$ cat src/design/tmph_pkg.sv
// Shared types and sizing constants for the trimmed mean filter with peak hold.
// Used by the filter cells, the peak cells and the top level; depends on nothing.
package tmph_pkg;

    localparam int FILTER_TAPS  = 5;
    localparam int PEAK_HISTORY = 5;
    localparam int PEAK_WINDOW  = 3;

    localparam int DATA_W    = 16;
    localparam int SUM_W     = DATA_W + $clog2(FILTER_TAPS);
    localparam int TRIM_DIV  = FILTER_TAPS - 2;
    localparam int DIV_SHIFT = SUM_W + $clog2(TRIM_DIV);
    localparam int MUL_W     = DIV_SHIFT + 1;
    localparam int PROD_W    = SUM_W + MUL_W;
    localparam logic [MUL_W-1:0] DIV_MULT =
        MUL_W'((2 ** DIV_SHIFT + TRIM_DIV - 1) / TRIM_DIV);

    localparam int WIN_KEPT = PEAK_WINDOW - 1;
    localparam int WIN_MID  = (PEAK_WINDOW - 1) / 2;

    typedef logic [DATA_W-1:0] t_data;

    typedef struct packed {
        logic [SUM_W-1:0] sum;
        t_data            lo;
        t_data            hi;
    } t_tap_agg;

endpackage

$ cat src/design/tmph_tap_cell.sv
// One cell of the sample chain: holds one sample and folds it into the running
// sum, minimum and maximum passed along the chain. Depends on tmph_pkg.
module tmph_tap_cell
    import tmph_pkg::*;
(
    input  logic     i_clk,
    input  logic     i_rst_n,
    input  logic     i_shift,
    input  t_data    i_data,
    input  t_tap_agg i_agg,
    output t_data    o_data,
    output t_tap_agg o_agg
);

    t_data r_val;

    always_ff @(posedge i_clk) begin
        if (!i_rst_n) begin
            r_val <= '0;
        end else if (i_shift) begin
            r_val <= i_data;
        end
    end

    always_comb begin
        o_data    = r_val;
        o_agg.sum = i_agg.sum + SUM_W'(r_val);
        o_agg.lo  = (r_val < i_agg.lo) ? r_val : i_agg.lo;
        o_agg.hi  = (r_val > i_agg.hi) ? r_val : i_agg.hi;
    end

endmodule

$ cat src/design/tmph_peak_cell.sv
// One cell of the peak history chain: holds one detected peak and passes the
// running maximum along the chain. Depends on tmph_pkg.
module tmph_peak_cell
    import tmph_pkg::*;
(
    input  logic  i_clk,
    input  logic  i_rst_n,
    input  logic  i_shift,
    input  t_data i_data,
    input  t_data i_max,
    output t_data o_data,
    output t_data o_max
);

    t_data r_val;

    always_ff @(posedge i_clk) begin
        if (!i_rst_n) begin
            r_val <= '0;
        end else if (i_shift) begin
            r_val <= i_data;
        end
    end

    assign o_data = r_val;
    assign o_max  = (r_val > i_max) ? r_val : i_max;

endmodule

$ cat src/design/trimmed_mean_peak_hold.sv
// Top level of the trimmed mean filter with peak hold.
// Instantiates tmph_tap_cell and tmph_peak_cell; depends on tmph_pkg.
//
// Each transfer on the input stream carries one raw sample. Each accepted
// sample produces exactly one transfer on the output stream, in order, with
// the trimmed mean of the last five samples, the largest of the last five
// detected peaks and a flag that marks the transfer that completed a peak.
// The block is a five-stage pipeline: the sample chain and its running
// sum, minimum and maximum, the trimmed sum, the multiply by the reciprocal
// of three, the peak window test with the peak chain, and the output
// register. One sample per cycle is taken in steady state while the receiver
// keeps taking results. Each stage has its own valid bit, so an empty stage
// still takes data while the receiver stalls; the input stops only when every
// stage is full. Reset clears all samples, the peak window and the peak
// history to zero and empties the pipeline. The zero entries take part in
// the first results.
module trimmed_mean_peak_hold
    import tmph_pkg::*;
(
    input  logic        i_clk,
    input  logic        i_rst_n,
    input  logic        i_s_tvalid,
    output logic        o_s_tready,
    input  logic [15:0] i_s_tdata,  // [15:0] sample
    output logic        o_m_tvalid,
    input  logic        i_m_tready,
    output logic [31:0] o_m_tdata,  // [15:0] filtered, [31:16] highest_peak
    output logic        o_m_tuser   // [0] peak_found
);

    logic r_v1, r_v2, r_v3, r_v4, r_v5;
    logic rdy1, rdy2, rdy3, rdy4, rdy5;
    logic move2, move3, move4, move5;

    assign rdy5  = !r_v5 || i_m_tready;
    assign rdy4  = !r_v4 || rdy5;
    assign rdy3  = !r_v3 || rdy4;
    assign rdy2  = !r_v2 || rdy3;
    assign rdy1  = !r_v1 || rdy2;
    assign move2 = r_v1 && rdy2;
    assign move3 = r_v2 && rdy3;
    assign move4 = r_v3 && rdy4;
    assign move5 = r_v4 && rdy5;

    assign o_s_tready = rdy1;

    always_ff @(posedge i_clk) begin
        if (!i_rst_n) begin
            r_v1 <= 1'b0;
            r_v2 <= 1'b0;
            r_v3 <= 1'b0;
            r_v4 <= 1'b0;
            r_v5 <= 1'b0;
        end else begin
            if (rdy1) begin
                r_v1 <= i_s_tvalid;
            end
            if (rdy2) begin
                r_v2 <= r_v1;
            end
            if (rdy3) begin
                r_v3 <= r_v2;
            end
            if (rdy4) begin
                r_v4 <= r_v3;
            end
            if (rdy5) begin
                r_v5 <= r_v4;
            end
        end
    end

    logic     accept;
    t_data    tap_data [0:FILTER_TAPS-1];
    t_tap_agg tap_agg  [0:FILTER_TAPS];

    assign accept      = i_s_tvalid && rdy1;
    assign tap_data[0] = i_s_tdata;
    assign tap_agg[0]  = '{sum: '0, lo: '1, hi: '0};

    for (genvar g = 0; g < FILTER_TAPS; g++) begin : g_tap
        if (g < FILTER_TAPS - 1) begin : g_mid
            tmph_tap_cell u_cell (
                .i_clk   (i_clk),
                .i_rst_n (i_rst_n),
                .i_shift (accept),
                .i_data  (tap_data[g]),
                .i_agg   (tap_agg[g]),
                .o_data  (tap_data[g+1]),
                .o_agg   (tap_agg[g+1])
            );
        end else begin : g_end
            tmph_tap_cell u_cell (
                .i_clk   (i_clk),
                .i_rst_n (i_rst_n),
                .i_shift (accept),
                .i_data  (tap_data[g]),
                .i_agg   (tap_agg[g]),
                .o_data  (),
                .o_agg   (tap_agg[g+1])
            );
        end
    end

    logic [SUM_W-1:0]  r_trim;
    logic [PROD_W-1:0] r_prod;
    t_tap_agg          agg;

    assign agg = tap_agg[FILTER_TAPS];

    always_ff @(posedge i_clk) begin
        if (move2) begin
            r_trim <= agg.sum - SUM_W'(agg.hi) - SUM_W'(agg.lo);
        end
        if (move3) begin
            r_prod <= PROD_W'(r_trim) * PROD_W'(DIV_MULT);
        end
    end

    t_data              filt;
    t_data              r_win [0:WIN_KEPT-1];
    t_data              win   [0:WIN_KEPT];
    logic [WIN_KEPT-1:0] win_ok;
    logic               found;

    assign filt = r_prod[DIV_SHIFT +: DATA_W];

    always_comb begin
        for (int i = 0; i < WIN_KEPT; i++) begin
            win[i] = r_win[i];
        end
        win[WIN_KEPT] = filt;
        for (int i = 0; i < WIN_KEPT; i++) begin
            if (i < WIN_MID) begin
                win_ok[i] = win[i] < win[i+1];
            end else begin
                win_ok[i] = win[i] >= win[i+1];
            end
        end
        found = &win_ok;
    end

    always_ff @(posedge i_clk) begin
        if (!i_rst_n) begin
            for (int i = 0; i < WIN_KEPT; i++) begin
                r_win[i] <= '0;
            end
        end else if (move4) begin
            for (int i = 0; i < WIN_KEPT; i++) begin
                r_win[i] <= win[i+1];
            end
        end
    end

    logic  pk_shift;
    t_data pk_data [0:PEAK_HISTORY-1];
    t_data pk_max  [0:PEAK_HISTORY];

    assign pk_shift   = move4 && found;
    assign pk_data[0] = win[WIN_MID];
    assign pk_max[0]  = '0;

    for (genvar g = 0; g < PEAK_HISTORY; g++) begin : g_peak
        if (g < PEAK_HISTORY - 1) begin : g_mid
            tmph_peak_cell u_cell (
                .i_clk   (i_clk),
                .i_rst_n (i_rst_n),
                .i_shift (pk_shift),
                .i_data  (pk_data[g]),
                .i_max   (pk_max[g]),
                .o_data  (pk_data[g+1]),
                .o_max   (pk_max[g+1])
            );
        end else begin : g_end
            tmph_peak_cell u_cell (
                .i_clk   (i_clk),
                .i_rst_n (i_rst_n),
                .i_shift (pk_shift),
                .i_data  (pk_data[g]),
                .i_max   (pk_max[g]),
                .o_data  (),
                .o_max   (pk_max[g+1])
            );
        end
    end

    t_data r_filt;
    logic  r_found;
    t_data r_out_filt;
    t_data r_out_peak;
    logic  r_out_found;

    always_ff @(posedge i_clk) begin
        if (move4) begin
            r_filt  <= filt;
            r_found <= found;
        end
        if (move5) begin
            r_out_filt  <= r_filt;
            r_out_found <= r_found;
            r_out_peak  <= pk_max[PEAK_HISTORY];
        end
    end

    assign o_m_tvalid = r_v5;
    assign o_m_tdata  = {r_out_peak, r_out_filt};
    assign o_m_tuser  = r_out_found;

endmodule

$ cat config.mk
export PLATFORM = sky130hd
export DESIGN_NAME = trimmed_mean_peak_hold
export DESIGN_NICKNAME = d
export VERILOG_FILES = /design/src/design/tmph_pkg.sv /design/src/design/tmph_tap_cell.sv /design/src/design/tmph_peak_cell.sv /design/src/design/trimmed_mean_peak_hold.sv
export SDC_FILE = /design/constraint.sdc
export NUM_CORES = 1
export LEC_CHECK = 0
export ABC_AREA = 1
export BUFFER_PORTS_ARGS = -buffer_cell sky130_fd_sc_hd__buf_2
export CORE_MARGIN = 2
export CORE_UTILIZATION = 45
export CTS_BUF_LIST = sky130_fd_sc_hd__clkbuf_8 sky130_fd_sc_hd__clkbuf_16
export CTS_CLUSTER_SIZE = 25
export DETAILED_ROUTE_END_ITERATION = 10
export GPL_ROUTABILITY_DRIVEN = 0
export GPL_TIMING_DRIVEN = 1
export PLACE_DENSITY = 0.63
export SLEW_MARGIN = 25
export SYNTH_ARGS = -nofsm -noshare
export SYNTH_HDL_FRONTEND = slang
export SYNTH_SLANG_ARGS = --single-unit
$ cat constraint.sdc
create_clock -name i_clk -period 25 [get_ports i_clk]
set_input_delay 3.75 -clock i_clk [delete_from_list [all_inputs] [get_ports i_clk]]
set_output_delay 3.75 -clock i_clk [all_outputs]
set_load 0.01 [all_outputs]
==> results of run 1 <==
-- cell usage in the layout (no fill, tap or decap), drive strengths merged, types with 16 or more instances in the layout --
master / count
a21oi: 258
clkbuf: 42
buf: 63
nor2: 133
ha: 361
o21ai: 274
xor2: 31
fa: 181
nand3: 140
edfxtp: 117
nand2: 466
and2: 16
inv: 440
nand4: 22
dfxtp: 165
-- cell type report --
class / count / area (µm²)
flip-flops and latches: 282 / 6817
well taps: 688 / 860.8
clock inverters: 21 / 342.8
multi-input cells: 1967 / 14980
clock buffers: 42 / 994.7
fillers: 4967 / 26470
repair buffers: 63 / 337.8
inverters: 438 / 1647
-- through the flow --
stage | hold slack [ns] | util (%) | instance area, µm²
final | 0.4172 | 49.54 | 25980
after detailed placement | 0.4045 | 46.99 | 24640
after global placement | 0.4024 | 46.98 | 24640
after global routing | 0.4150 | 49.54 | 25980
after CTS | 0.4172 | 49.54 | 25980
after floorplan | 0.4003 | - | 23800
-- routing by layer --
metal  wire [µm]  vias up  global-route usage (%)
met5           0        -                       0
met4        2426        0                   9.593
met3        2474      132                   2.809
met2       28170      420                   37.63
met1       25300     8977                   27.86
li1            -     9254                       -
-- cells by family after synthesis --
kind of cell | count (synthesis) | synth area share, %
DFF | 282 | 28.64
xor gates and xnor gates | 36 | 1.325
and+or+nand+nor | 796 | 14.03
buffers and inverters | 534 | 8.527
adders and majority gates | 542 | 34.20
AOI/OAI and AO/OA | 593 | 13.27
-- flip-flops by register name, summed over array words and instances (netlist names), 19 cells and up --
name and count:
g_peak.g_mid.u_cell.o_data 64, g_tap.g_mid.u_cell.o_data 64, r_win 32, r_trim 19
-- worst max-delay path by stage --
stage | cells after the start | end | slack, ns | from
2_1_floorplan | 67 | r_trim[18]$_DFFE_PP_ | 13.84 | g_tap[0].g_mid.u_cell.o_data[5]$_SDFFE_PN0P_
3_3_place_gp | 64 | r_trim[18]$_DFFE_PP_ | 10.61 | g_tap[0].g_mid.u_cell.o_data[3]$_SDFFE_PN0P_
3_5_place_dp | 65 | r_trim[18]$_DFFE_PP_ | 10.45 | g_tap[0].g_mid.u_cell.o_data[1]$_SDFFE_PN0P_
4_1_cts | 65 | r_trim[18]$_DFFE_PP_ | 10.38 | g_tap[0].g_mid.u_cell.o_data[1]$_SDFFE_PN0P_
5_1_grt | 66 | r_trim[18]$_DFFE_PP_ | 8.97 | g_tap[0].g_mid.u_cell.o_data[1]$_SDFFE_PN0P_
6_report | 64 | r_trim[18]$_DFFE_PP_ | 10.11 | g_tap[0].g_mid.u_cell.o_data[3]$_SDFFE_PN0P_
-- worst reg2reg max path, delay by kind of cell, from the launching register on --
kind | cells | cell delay (ns)
and+or+nand+nor | 22 | 4.91
AOI/OAI and AO/OA | 23 | 4.15
adders and majority gates | 9 | 3.64
buffers and inverters | 9 | 1.41
DFF | 1 | 0.46
xor gates and xnor gates | 1 | 0.09
==> results.md, run 1 <==
- Sequential-to-total area share from yosys stat: 28.64%
- Synth warnings: 0
- Vias/cell: approximately 5.4
- Worst EP arrival: about 15 ns
- Final WL: between 50000 and 60000 µm
- Reg-to-Reg End: r_trim[18]$_DFFE_PP_
- EDFF count, synth: between 100 and 150
- Hold Path Depth: 0
- Final cycle utilization of the critical path: between 50% and 60%
- Crit path time final: around 15 ns
- Sink Count: between 200 and 300
- Synth area leaders: ha_1, fa_1, edfxtp_1
- DP HPWL: ~46000 µm
- Worst-case reg-to-reg path depth: 64
- Row cnt: 84
- I/O pin total: 55
- CP Capture Type: register
- Sum Neg Setup Slack: 0 ns
- Mapped Cells: 2783
- Final setup violation count: 0
- Core Area: 52450 µm²
- DRT antenna net count: 0
- Starting Density: 45.38%
- Hold Fails Final Rpt: 0
- Worst EP required: ~25 ns
- Initial DRC Count: between 1000 and 1500
- Max frequency: 67.18 MHz
- Layout Cells excl Fill: ~3500
- Slowest cell on the critical path: nand4_1
- Run status: finished, final reports clean
- Top Family by Delay on Critical Path: simple AND/OR/NAND/NOR gates
- Max_slew headroom: a little over a third
- Synthesized area per cell: ~8.6 µm²
- Pre-CTS setup slack: 10.45 ns
- Synth Cell Area: around 24000 µm²
- Global-route wire length before repair: 96210 µm
- Syn nets: between 3000 and 4000
- WL/cell: around 17 µm
- CP Class: register to register
- DRT Pass-1 Iters: 7
- CTS tree: done
- CTS buffer count: 35
- Post-CTS Setup Repair Bufs: 0
- GRT Overall Usage: between 20% and 30%
- Yosys top cell area share: 18.98%
- Top post-synthesis cells by count: nand2_1, inv_1, ha_1, o21ai_0, a21oi_1
- Hold_sp: r_filt[6]$_DFFE_PP_
- Final #Nets: 3349
- Placed cells: around 3400
- Flops & latches, synth: 282
- Min-Delay Path Class: register to register
- Area growth syn-to-layout: 9.158%
- Port Buf Inserts: 54
- Global route overflow: 0
- Worst-path clk slew: 0.06 ns
- Hold-fix buffers, CTS: 0
- CTS max path bufs: 3
- DIE HEIGHT: 234.0 µm
- Routed via count: ~19000
- Area leader, netlist: ha_1
- Clock Latency Late Sink: about 0.56 ns
- Most used DFF post-synth: dfxtp_1
- Max_cap viols: 0
- Die area: between 50000 and 60000 µm²
- Clk root buf: clkbuf_16
- R2R setup slack: 10.11 ns
- R2R Path Start: g_tap[0].g_mid.u_cell.o_data[3]$_SDFFE_PN0P_
- Worst Hold Endpoint: r_out_filt[6]$_DFFE_PP_
- Critical Path Fanout Max: 31
- Async set-or-reset flop fraction in the synthesized netlist: 0%
- Least-Margin Pin Slew: about 0.97 ns
- Fin worst setup slack: between 10 and 15 ns
- Setup crit start kind: register
- Largest net degree at the start of global routing: between 80 and 90
- Initial antenna violation count: 0
- Count leader, synth: nand2_1
- Setup Skew: 0.01747 ns
- RSZ-0062 raised after global routing: false
- Chip Width: roughly 230 µm
- ANT cells: 0
- H-tree Lvls: 2
- Vias in the first global route: about 19000
- CP max stage delay: ~0.77 ns
- Post-CTS Resized: 0
- Fin. max-slew vios: 0
- Drt drc: 0
- Share of cells above drive strength 1: under 10%
- Yosys cell types: between 40 and 50
- CP Buf/Inv Count: 9
Power of run 1 is left out: the tool's default activity adds up to more than one toggle a clock period on the data nets, which glitch-free logic cannot reach.
==> inputs of run 2 (changes only) <==
--- a/config.mk
+++ b/config.mk
@@ -14,7 +14,7 @@
 export DETAILED_ROUTE_END_ITERATION = 10
 export GPL_ROUTABILITY_DRIVEN = 0
 export GPL_TIMING_DRIVEN = 1
-export PLACE_DENSITY = 0.63
+export PLACE_DENSITY = 0.65
 export SLEW_MARGIN = 25
 export SYNTH_ARGS = -nofsm -noshare
 export SYNTH_HDL_FRONTEND = slang
==> constraint.sdc (replaced) <==
create_clock -name i_clk -period 13 [get_ports i_clk]
set_input_delay 1.95 -clock i_clk [delete_from_list [all_inputs] [get_ports i_clk]]
set_output_delay 1.95 -clock i_clk [all_outputs]
set_load 0.01 [all_outputs]
==> run 2 against run 1 <==
- hold slack is essentially flat
- global-route usage decreased by 0.16 points
- die area is the same
- first-iteration DRC count up 4.1%
- worst setup slack worse by 9.3 ns
- cell area is 0.25% lower
- non-clock buffer count is 14 higher
- routed wire length grew 0.75%
- core utilization fell by 0.12 points
==> results.md, run 2 (synthesis gave the netlist of run 1 again) <==
- CTS max path bufs: 3
- Chip Width: between 200 and 250 µm
- Worst-path clk slew: about 0.06 ns
- CP Class: register to register
- RSZ-0062 raised after global routing: false
- Setup crit start kind: register
- Clock Latency Late Sink: 0.55 ns
- Most frequent cells in the layout: nand2_1, inv_1, ha_1
- Max_slew headroom: between 30% and 40%
- Slowest cell on the critical path: fa_1
- DRT Pass-1 Iters: 6
- DP HPWL: 45480 µm
- Worst EP required: 13.28 ns
- CTS buffer count: 34
- Max_cap viols: 0
- Final #Nets: approximately 3400
- Hold Fails Final Rpt: 0
- DRT antenna net count: 0
- Commonest non-fill, non-tap cell in the layout: nand2_1
- Setup Skew: 0.01782 ns
- CP Capture Type: register
- Run status: finished, final reports clean
- Register area: approximately 6800 µm²
- Top Family by Delay on Critical Path: compound AO/OA/AOI/OAI gates
- CP max stage delay: approximately 0.55 ns
- Global route overflow: 0
- Crit path time final: approximately 12 ns
- Initial antenna violation count: 0
- Footprint of the multi-input gates: about 15000 µm²
- Area growth syn-to-layout: 8.885%
- Largest net degree at the start of global routing: 100
- Critical Path Fanout Max: 31
- Core Area: ~52000 µm²
- Starting Density: ~45%
- CP Buf/Inv Count: 6
- Layout Cells excl Fill: between 3000 and 4000
- Die area: between 50000 and 60000 µm²
- Most common cell on crit path: a21oi_1
- Vias in the first global route: ~19000
- GRT Overall Usage: 21.82%
- # fillers: 4947
- WL/cell: 16.73 µm
- Global-route wire length before repair: ~96000 µm
- Final WL: roughly 59000 µm
- Share of cells above drive strength 1: 5.909%
- ANT cells: 0
- Least-Margin Pin Slew: ~0.97 ns
- Port Buf Inserts: between 50 and 60
- Sink Count: about 280
- Row cnt: 84
- Vias/cell: 5.386
- I/O pin total: 55
- Worst hold slack: approximately 0.42 ns
- Placed cells: between 3000 and 4000
- Worst EP arrival: 12.45 ns
- Min-Delay Path Class: register to register
- H-tree Lvls: 2
- Fin. max-slew vios: 0
- Drt drc: 0
- CTS tree: done
- Final cycle utilization of the critical path: between 90% and 100%
- Clk root buf: clkbuf_16
- Final setup violation count: 0
- Initial DRC Count: 1264
- DIE HEIGHT: roughly 230 µm
- Max frequency: between 80 and 90 MHz
- Routed via count: approximately 19000
## run 2: final timing paths
check	from	cells after the start	slack, ns	end
max	g_tap[0].g_mid.u_cell.o_data[13]$_SDFFE_PN0P_	56	0.83	r_trim[18]$_DFFE_PP_
min	r_filt[9]$_DFFE_PP_	0	0.42	r_out_filt[9]$_DFFE_PP_
min reg2reg	r_filt[9]$_DFFE_PP_	0	0.42	r_out_filt[9]$_DFFE_PP_
max reg2reg	g_tap[0].g_mid.u_cell.o_data[13]$_SDFFE_PN0P_	56	0.83	r_trim[18]$_DFFE_PP_
## run 2: area by class of cell
class | count | area share [%]
Clock buffer | 39 | 3.592
Inverter | 438 | 6.368
Multi-Input combinational cell | 1969 | 58.13
Tap cell | 688 | 3.322
Timing Repair inverter | 1 | 0.01931
Sequential cell | 282 | 26.31
Clock inverter | 20 | 0.5456
Timing Repair Buffer | 77 | 1.709
## run 2: timing repair
item	in CTS	in global routing
setup endpoints to repair	1	8
setup buffers	0	8
gates resized for setup	1	23
hold buffers	0	0
pin swaps	0	3
gates cloned	0	3
## run 2: per-stage QoR
step | area (µm²) | setup slack, ns | TNS (ns) | util [%]
after CTS | 25760 | 0.1001 | 0 | 49.12
final | 25910 | 0.8348 | 0 | 49.41
after global routing | 25910 | 0.01010 | 0 | 49.41
after global placement | 24680 | -0.1620 | -0.1809 | 47.06
after floorplan | 23800 | 1.838 | 0 | -
after detailed placement | 24680 | 0.005350 | 0 | 47.07
## run 2: metal layers
| metal | track usage [%] | vias to the layer above | routed length (µm) |
|---|---|---|---|
| li1 | - | 9280 | - |
| met2 | 38.04 | 504 | 28550 |
| met1 | 27.49 | 8994 | 25130 |
| met4 | 8.881 | 0 | 2285 |
| met3 | 2.541 | 147 | 2841 |
| met5 | 0 | - | 0 |
Power of run 2 is left out for the same reason.
==> inputs of run 3 (changes only) <==
--- a/config.mk
+++ b/config.mk
@@ -14,6 +14,7 @@
 export DETAILED_ROUTE_END_ITERATION = 10
 export GPL_ROUTABILITY_DRIVEN = 0
 export GPL_TIMING_DRIVEN = 1
+export MAX_ROUTING_LAYER = met4
 export PLACE_DENSITY = 0.65
 export SLEW_MARGIN = 25
 export SYNTH_ARGS = -nofsm -noshare
==> run 3 against run 2 <==
- core utilization about the same
- sequential share of layout area about the same
- hold slack barely moved
- critical path depth is the same
- clock skew decreased by 0.0010 ns
- worst setup slack better by 0.048 ns
- die area stayed put
- flip-flop and latch count unchanged
- first-iteration DRC count rose by 0.47%
- critical path type unchanged
- highest routed layer unchanged
==> results.md, run 3 (synthesis gave the netlist of run 1 again) <==
- DRT antenna net count: 0
- Commonest non-fill, non-tap cell in the layout: nand2_1
- Largest net degree at the start of global routing: 100
- Die area: around 55000 µm²
- Pre-CTS setup slack: between 0.005 and 0.006 ns
- GRT Overall Usage: between 20 and 25%
- Chip Width: ~230 µm
- Clk root buf: clkbuf_16
- Worst EP required: roughly 13 ns
- CP Capture Type: register
- Hold-fix buffers, CTS: 0
- Most common cell on crit path: a21oi_1
- CP Buf/Inv Count: 6
- Setup Skew: roughly 0.017 ns
- Vias/cell: 5.390
- Most frequent cells in the layout: nand2_1, inv_1, ha_1
- Drt drc: 0
- Setup crit start kind: register
- Routed via count: 18924
- Fin worst setup slack: just under 0.9 ns
- WL/cell: around 17 µm
- Clock Latency Late Sink: around 0.55 ns
- Run status: finished, final reports clean
- Top Family by Delay on Critical Path: compound AO/OA/AOI/OAI gates
- Area growth syn-to-layout: 8.869%
- Vias in the first global route: 19209
- DRT Pass-1 Iters: 6
- Final cycle utilization of the critical path: just over 90%
- CTS max path bufs: 3
- ANT cells: 0
- Slowest cell on the critical path: fa_1
- Worst EP arrival: roughly 12 ns
- CP Class: register to register
- Global route overflow: 0
- DP HPWL: ~45000 µm
- Initial antenna violation count: 0
- Least-Margin Pin Slew: 0.9700 ns
- Placed cells: about 3400
- CTS buffer count: 34
- Final WL: between 50000 and 60000 µm
- H-tree Lvls: 2
- Layout Cells excl Fill: approximately 3500
- Max_slew headroom: ~35%
- Min-Delay Path Class: register to register
- Share of cells above drive strength 1: under 10%
- I/O pin total: 55
- Final setup violation count: 0
- Critical Path Fanout Max: 31
- Max frequency: 82.53 MHz
- Port Buf Inserts: 54
- Max_cap viols: 0
- Initial DRC Count: around 1300
- Core Area: 52450 µm²
- Crit path time final: 12.12 ns
- CTS tree: done
- Starting Density: between 40% and 50%
- Row cnt: 84
- DIE HEIGHT: 234.0 µm
- Worst-path clk slew: about 0.06 ns
- Sink Count: between 200 and 300
- Final #Nets: roughly 3400
- CP max stage delay: about 0.55 ns
- Global-route wire length before repair: around 96000 µm
- Fin. max-slew vios: 0
- Hold Fails Final Rpt: 0
-- run 3: final timing paths --
path                                                               startpoint                 endpoint  slack [ns]  cells past startpoint
worst max-delay path            g_tap[0].g_mid.u_cell.o_data[11]$_SDFFE_PN0P_     r_trim[18]$_DFFE_PP_        0.88                     56
worst min-delay path                                      r_filt[8]$_DFFE_PP_  r_out_filt[8]$_DFFE_PP_        0.42                      0
worst max register to register  g_tap[0].g_mid.u_cell.o_data[11]$_SDFFE_PN0P_     r_trim[18]$_DFFE_PP_        0.88                     56
worst min register to register                            r_filt[8]$_DFFE_PP_  r_out_filt[8]$_DFFE_PP_        0.42                      0
-- run 3: timing repair --
action                     4_1_cts  5_1_grt
setup endpoints to repair        1        8
pin swaps                        0        4
setup buffers                    0        4
resized for setup                1       26
gates cloned                     0        4
-- run 3: per-layer routing --
| layer | up-vias | part of all wire, % | GRT usage [%] |
|---|---|---|---|
| met1 | 8987 | 43 | 27.51 |
| met2 | 491 | 49 | 38.09 |
| li1 | 9273 | - | - |
| met4 | 0 | 4.1 | 8.841 |
| met3 | 173 | 4.5 | 2.456 |
| met5 | - | 0 | - |
-- run 3: metrics by stage --
stage	hold WS [ns]	cell area, µm²	util (%)	TNS (ns)
2_1_floorplan	0.4003	23800	-	0
3_3_place_gp	0.4030	24680	47.06	-0.1809
3_5_place_dp	0.4054	24680	47.07	0
4_1_cts	0.4188	25760	49.12	0
5_1_grt	0.4274	25910	49.41	-0.001064
6_report	0.4172	25910	49.41	0
-- run 3: final cells by class --
type	count	area, µm²
Clock buffer	39	930.9
Fill cell	4944	26530
Timing Repair inverter	1	5.005
Clock inverter	20	141.4
Timing Repair Buffer	73	412.9
Tap cell	688	860.8
Sequential cell	282	6818
Inverter	438	1650
Multi-Input combinational cell	1970	15090
Power of run 3 is left out for the same reason.
